==> src/rtl/core/spc_pkg.sv <==
// Package for the sphere pair collision time pipeline.
// Holds field widths and fixed-point constants shared by the core modules.
// No dependencies.
package spc_pkg;

    localparam int FIELD_BITS  = 63;   // packed three-axis vector
    localparam int RADIUS_BITS = 21;   // unsigned Q11.10 radius
    localparam int TIME_BITS   = 21;   // unsigned Q11.10 time
    localparam int FRAC_BITS   = 10;   // fractional bits of every quantity
    localparam int SUM_BITS    = RADIUS_BITS + 1;
    localparam int S_DATA_BITS = 320;  // 315 payload bits padded to bytes
    localparam int M_DATA_BITS = 24;   // 22 payload bits padded to bytes

endpackage

==> src/rtl/core/spc_div.sv <==
// Pipelined restoring divider, one quotient bit per register stage.
// Depends on spc_pkg for the quotient width.
module spc_div #(
    parameter int NW = 56,
    parameter int DW = 44
) (
    input  logic                         clk,
    input  logic                         rst_n,
    input  logic                         en,
    input  logic                         in_valid,
    input  logic                         in_hit,
    input  logic [NW-1:0]                num,
    input  logic [DW-1:0]                den,
    output logic                         out_valid,
    output logic                         out_hit,
    output logic [spc_pkg::TIME_BITS-1:0] quo
);

    localparam int TB = spc_pkg::TIME_BITS;
    localparam int CW = (NW > DW + TB) ? NW : DW + TB;

    logic              valid_reg [0:TB-1];
    logic              hit_reg   [0:TB-1];
    logic [NW-1:0]     rem_reg   [0:TB-1];
    logic [DW-1:0]     den_reg   [0:TB-1];
    logic [TB-1:0]     quo_reg   [0:TB-1];

    logic              valid_st  [0:TB];
    logic              hit_st    [0:TB];
    logic [NW-1:0]     rem_st    [0:TB];
    logic [DW-1:0]     den_st    [0:TB];
    logic [TB-1:0]     quo_st    [0:TB];

    assign valid_st[0] = in_valid;
    assign hit_st[0]   = in_hit;
    assign rem_st[0]   = num;
    assign den_st[0]   = den;
    assign quo_st[0]   = '0;

    for (genvar j = 0; j < TB; j++)
    begin : g_stage
        logic [CW-1:0] rem_w;
        logic [CW-1:0] sub_w;
        logic          ge;

        // Compare the remainder against the divisor weighted by this bit
        assign rem_w = CW'(rem_st[j]);
        assign sub_w = CW'(den_st[j]) << (TB - 1 - j);
        assign ge    = (rem_w >= sub_w);

        always_ff @(posedge clk or negedge rst_n)
        begin
            if (!rst_n)
            begin
                valid_reg[j] <= 1'b0;
            end
            else if (en)
            begin
                valid_reg[j] <= valid_st[j];
            end
        end

        always_ff @(posedge clk)
        begin
            if (en)
            begin
                hit_reg[j] <= hit_st[j];
                rem_reg[j] <= ge ? NW'(rem_w - sub_w) : rem_st[j];
                den_reg[j] <= den_st[j];
                quo_reg[j] <= {quo_st[j][TB-2:0], ge};
            end
        end

        assign valid_st[j+1] = valid_reg[j];
        assign hit_st[j+1]   = hit_reg[j];
        assign rem_st[j+1]   = rem_reg[j];
        assign den_st[j+1]   = den_reg[j];
        assign quo_st[j+1]   = quo_reg[j];
    end

    assign out_valid = valid_st[TB];
    assign out_hit   = hit_st[TB];
    assign quo       = quo_st[TB];

endmodule

==> config.mk <==
export PLATFORM = sky130hd
export DESIGN_NAME = spc_div
export DESIGN_NICKNAME = d
export VERILOG_FILES = /design/src/rtl/core/spc_pkg.sv /design/src/rtl/core/spc_div.sv
export SDC_FILE = /design/constraint.sdc
export NUM_CORES = 2
export LEC_CHECK = 0
export BUFFER_PORTS_ARGS = -buffer_cell sky130_fd_sc_hd__buf_2
export CAP_MARGIN = 0
export CORE_ASPECT_RATIO = 1.5
export CORE_MARGIN = 2
export CORE_UTILIZATION = 64
export DETAILED_ROUTE_END_ITERATION = 6
export PLACE_DENSITY = 0.81
export SYNTH_ARGS = -nofsm -noshare
export SYNTH_HDL_FRONTEND = slang
export SYNTH_SLANG_ARGS = --single-unit
==> constraint.sdc <==
create_clock -name clk -period 4.2 [get_ports clk]
set_input_delay 0.21 -clock clk [delete_from_list [all_inputs] [get_ports clk]]
set_output_delay 0.21 -clock clk [all_outputs]
set_load 0.005 [all_outputs]
== Word level (Yosys, flattened, before mapping) ==
Memories as Yosys holds them, arrays and structs flattened.
Cells that the tools add are included.

* Register bits after elaboration: 21
* Latch bits: 0
* Memory bits (writable): 2,562
* ROM bits: 0
* Output and inout port bits: 23
* Memories: 4

{| class="wikitable"
|+ Memories
! memory !! depth !! bits a word !! rd ports !! clocked after Yosys merged registers in !! write ports !! line !! text
|-
| rem_reg || 21 || 56 || 20 || 0 || 21 || spc_div.sv:24 || <nowiki>logic [NW-1:0] rem_reg [0:TB-1];</nowiki>
|-
| den_reg || 21 || 44 || 20 || 0 || 21 || spc_div.sv:25 || <nowiki>logic [DW-1:0] den_reg [0:TB-1];</nowiki>
|-
| quo_reg || 21 || 21 || 21 || 0 || 21 || spc_div.sv:26 || <nowiki>logic [TB-1:0] quo_reg [0:TB-1];</nowiki>
|-
| hit_reg || 21 || 1 || 21 || 0 || 21 || spc_div.sv:23 || <nowiki>logic hit_reg [0:TB-1];</nowiki>
|}

* Add/sub/neg operators: 21
* Multiply operators: 0
* Div/mod/pow operators: 0
* Order comparisons: 21
* Equality and inequality tests: 0
* Shifts and indexed selects: 0
* Muxes and demuxes: 23
* Bitwise gates (word level): 0
* Reduce and logical (&&, ||, !) cells: 0

{| class="wikitable"
|+ Operators with widths
! operator !! count
|-
| $mux 56 || 21
|-
| $sub 56x56->56 || 9
|-
| $ge 56x64->1 || 1
|-
| $ge 56x63->1 || 1
|-
| $ge 56x62->1 || 1
|-
| $ge 56x61->1 || 1
|-
| $ge 56x60->1 || 1
|-
| $ge 56x59->1 || 1
|-
| $ge 56x58->1 || 1
|-
| $ge 56x57->1 || 1
|-
| $ge 56x44->1 || 1
|-
| $ge 56x45->1 || 1
|-
| $ge 56x46->1 || 1
|-
| $ge 56x47->1 || 1
|-
| $ge 56x48->1 || 1
|-
| $ge 56x49->1 || 1
|-
| $ge 56x50->1 || 1
|-
| $ge 56x51->1 || 1
|-
| $ge 56x52->1 || 1
|-
| $ge 56x53->1 || 1
|-
| $ge 56x54->1 || 1
|-
| $ge 56x55->1 || 1
|-
| $ge 56x56->1 || 1
|-
| $sub 56x44->56 || 1
|-
| other kinds (12) || 13
|}

== Logic depth before layout (Yosys ltp) ==
An unclocked memory read counts as a cell.

* Depth after elaboration: 3
* Mapped depth: 17

== Worst setup path before layout ==
OpenSTA, ideal clock, no wires.

* Kind: reg-to-reg
* Start: memory rem_reg[0][19]
* End: memory rem_reg[1][44] (netlist: rem_reg[0][100]) (data pin)
* Setup time: 260 ps
* Data arrival time: 3,505 ps
* Data required time: 3,940 ps
* Slack: 435 ps
* Cell stages (with the launch flop): 18
* Buffers on the path: 2
* Cells stage by stage: edfxtp_1 > inv_1 > ha_1 > inv_1 > fa_1 > a211oi_2 > o21ai_0 > a311o_1 > o21ai_1 > a31oi_1 > a211oi_1 > nor2_1 > a221o_1 > a21oi_1 > o21bai_1 > buf_4 > buf_6 > mux2_4

{| class="wikitable"
|+ RTL lines
! what !! line
|-
| from (decl) || spc_div.sv:24
|}

==> results by group <==
Pwr
  – Pwr dens: 599.9 nW/um^2
  – Power share of the sequential group: 0.372
  – Net Sw Power: 31600 uW
  – Combinational Power Share: 0.408
  – Clk pwr share: 0.220
  – Pleak: 0.06054 uW
  – Final Power: 88530 uW
  – Sw Ratio: 0.3570
  – Internal: 56920 uW
  – Max VDD drop: 0.3784 mV

STA
  – Worst clock skew: 0.08642 ns
  – Final Cycle Share: 1.019
  – Slew HR: 0.2491
  – Worst slew pin tran: 1.116 ns
  – Fin worst setup slack: -0.07858 ns
  – Worst Hold Slack: 0.05267 ns
  – Max-slew violations: 0
  – Post-layout minimum cycle time: 4.279 ns
  – RSZ-0062 raised after global routing: yes
  – Final setup viols: 34
  – Final Hold Violating Endpoints: 0
  – Max Freq: 0.2337 GHz

Finish
  – Largest register FFs: 1120
  – Commonest non-fill, non-tap cell in the layout: edfxtp_1
  – Most frequent cells in the layout: edfxtp_1 (2252), inv_1 (1114), a21oi_1 (1022)
  – Layout cells sized above 1: 0.1341
  – Nets: 13660
  – Layout area overhead: 14.32%

Worst setup path
  – Kind of critical path: reg2reg
  – CP Capture Type: flip-flop
  – Worst path arrival time: 4.87 ns
  – CP Launch Type: flip-flop
  – CP max FO: 42
  – WP data required: 4.79 ns

GRT
  – Tot GR Track Use: 0.3233
  – Total grt overflow: 0
  – Initial antenna violation count: 9
  – GR Util met1: 0.2389
  – Largest net degree at the start of global routing: 189
  – Vias in the first global route: 100100
  – First-pass GRT wire length: 515700 um
  – GR peak layer: met2
  – Grt met3 use: 0.03277
  – GR Layer Usage met2: 0.6736

Yosys
  – Largest family of logic cells by synthesized area: compound AO/OA/AOI/OAI gates
  – EDFF count, synth: 2252
  – Simple-gate area share of the yosys netlist: 0.1014
  – Synth unique cells: 100
  – Yosys warning count: 0
  – Post-synthesis mux area share: 0.02712
  – Predominant post-synthesis flop cell: edfxtp_1
  – Share of the synthesized area in the top cell type: 0.5239
  – Cells after Synth: 11770
  – Register area share after synthesis: 0.5279
  – Post-Synth XOR/XNOR Area: 0.05570
  – Area contributors post-synth: edfxtp_1 (52%), ha_1 (8.6%), a21oi_1 (4.1%)
  – Async SR Flop Fraction: 0.009239
  – Compound-Gate Fraction of Synth Area: 0.1538
  – Biggest area consumer among synthesized cells: edfxtp_1
  – Mean Syn Cell Area: 10.97 sq um
  – Synth Cell Area: 129100 sq um
  – Synthesized flop and latch total: 2273
  – Synth Area in Adders: 0.08917
  – Mapped Nets: 12780

Routing
  – Via Count: 95310
  – DRC: 0
  – Routed length per instance: 22.25 um
  – DRT antenna net count: 0
  – DRT Wirelength: 344200 um
  – DR vias/cell: 6.161
  – DRT iter0 DRCs: 6095
  – Initial DRT Pass Iterations: 6

CTS
  – CTS tree: done
  – Num CTS Buffers: 221
  – Root buf cell: clkbuf_16
  – H-tree depth: 4
  – Clk sinks: 2273
  – Max clock buf depth: 4
  – Worst-path clk slew: 0.07 ns
  – Clk Latency, worst-skew pair: 0.92 ns

Placement
  – Port Buffers: 127
  – DP HPWL: 255000 um
  – Setup slack at placement: -0.8009 ns
  – GPL Wtd Cong: 1.029

Status
  – Failing checks: negative setup slack
  – Outcome: finished with violations

Die
  – Starting Density: 0.6448
  – Chip width: 370.7 um
  – Die area: 205400 sq um
  – Core Footprint: 200200 sq um
  – Io pins: 128
  – Row Count: 201
  – Die H: 554.0 um

Min path
  – Min-Delay Path Class: in2reg

Flow run
  – Maxcap violations: 0
[layout make-up]
class | instances | area (sq um)
multi-input combinational | 8005 | 56330
inverter | 1127 | 4235
clock inverter | 129 | 1156
sequential | 2273 | 68150
fill | 12840 | 52610
clock buffer | 268 | 5749
tap | 2639 | 3302
antenna | 15 | 37.54
timing repair buffer | 1014 | 8620
[Yosys cell counts (128+ instances only)]
| cell | number |
|---|---|
| nand3_1 | 183 |
| a21o_1 | 480 |
| clkbuf_1 | 265 |
| a21oi_1 | 1048 |
| nor2_1 | 674 |
| o21ai_0 | 824 |
| o21bai_1 | 133 |
| inv_1 | 1123 |
| nor3_1 | 128 |
| mux2_2 | 262 |
| nand4_1 | 203 |
| ha_1 | 888 |
| nand2_1 | 936 |
| edfxtp_1 | 2252 |
| xnor2_1 | 470 |
| xor2_1 | 351 |
[timing repair]
item	4_1_cts	5_1_grt
setup endpoints to repair	402	552
setup buffers	26	33
pin swaps	28	63
resized for setup	66	187
hold endpoints to repair	166	0
hold buffers	128	0
gates cloned	3	13
[power by group through the flow]
stage / clock network, uW / registers (uW) / logic, uW
after floorplan: 0 / 32500 / 23500
after global placement: 0 / 33100 / 33200
after detailed placement: 0 / 33200 / 34300
after CTS: 19600 / 32800 / 34800
after global routing: 20400 / 33300 / 39300
final: 19400 / 32900 / 36200
[worst max-delay path, stage by stage (launching register included)]
cell	delay [ns]
edfxtp_1	0.40
ha_1	0.48
and4_2	0.53
nand4_1	0.13
buf_4	0.19
nor4_1	0.74
buf_4	0.27
o21ai_0	0.17
nand2_1	0.22
a41oi_4	0.21
clkbuf_16	0.29
nand4bb_1	0.24
xnor2_1	0.15
[path summary, 6_finish.rpt]
path	startpoint	depth (start not counted)	endpoint	slack [ns]
min in group asynchronous	rst_n	3	valid_reg[3]	0.57
max in group asynchronous	rst_n	3	valid_reg[13]	3.01
worst min-delay path	num[10]	2	rem_reg[0][10]	0.05
worst max-delay path	rem_reg[2][150]	12	rem_reg[2][223]	-0.08
worst max register to register	rem_reg[2][150]	12	rem_reg[2][223]	-0.08
worst min register to register	quo_reg[2][42]	0	quo_reg[2][64]	0.41
[layer usage]
layer  wire [um]  vias to the layer above
met3       10660                     1453
met5           0                        -
li1            -                    44930
met2      198500                     3150
met1       94910                    45780
met4       40200                        0
[stage by stage]
step	instances	util	area, sq um	setup TNS [ns]
3_3_place_gp	14860	0.6865	137400	-70.60
3_5_place_dp	14860	0.6865	137400	-67.16
6_report	15470	0.7372	147600	-1.240
4_1_cts	15410	0.7305	146200	-0.2860
2_1_floorplan	11770	-	129100	0
5_1_grt	15470	0.7372	147600	-13.99
[cells by family after synthesis]
family | Yosys count
AOI/OAI and AO/OA | 3220
xor gates and xnor gates | 821
adders and majority gates | 908
buffers and inverters | 1488
DFF | 2273
muxes | 303
and+or+nand+nor | 2753
(Power assumes the default switching activity.)
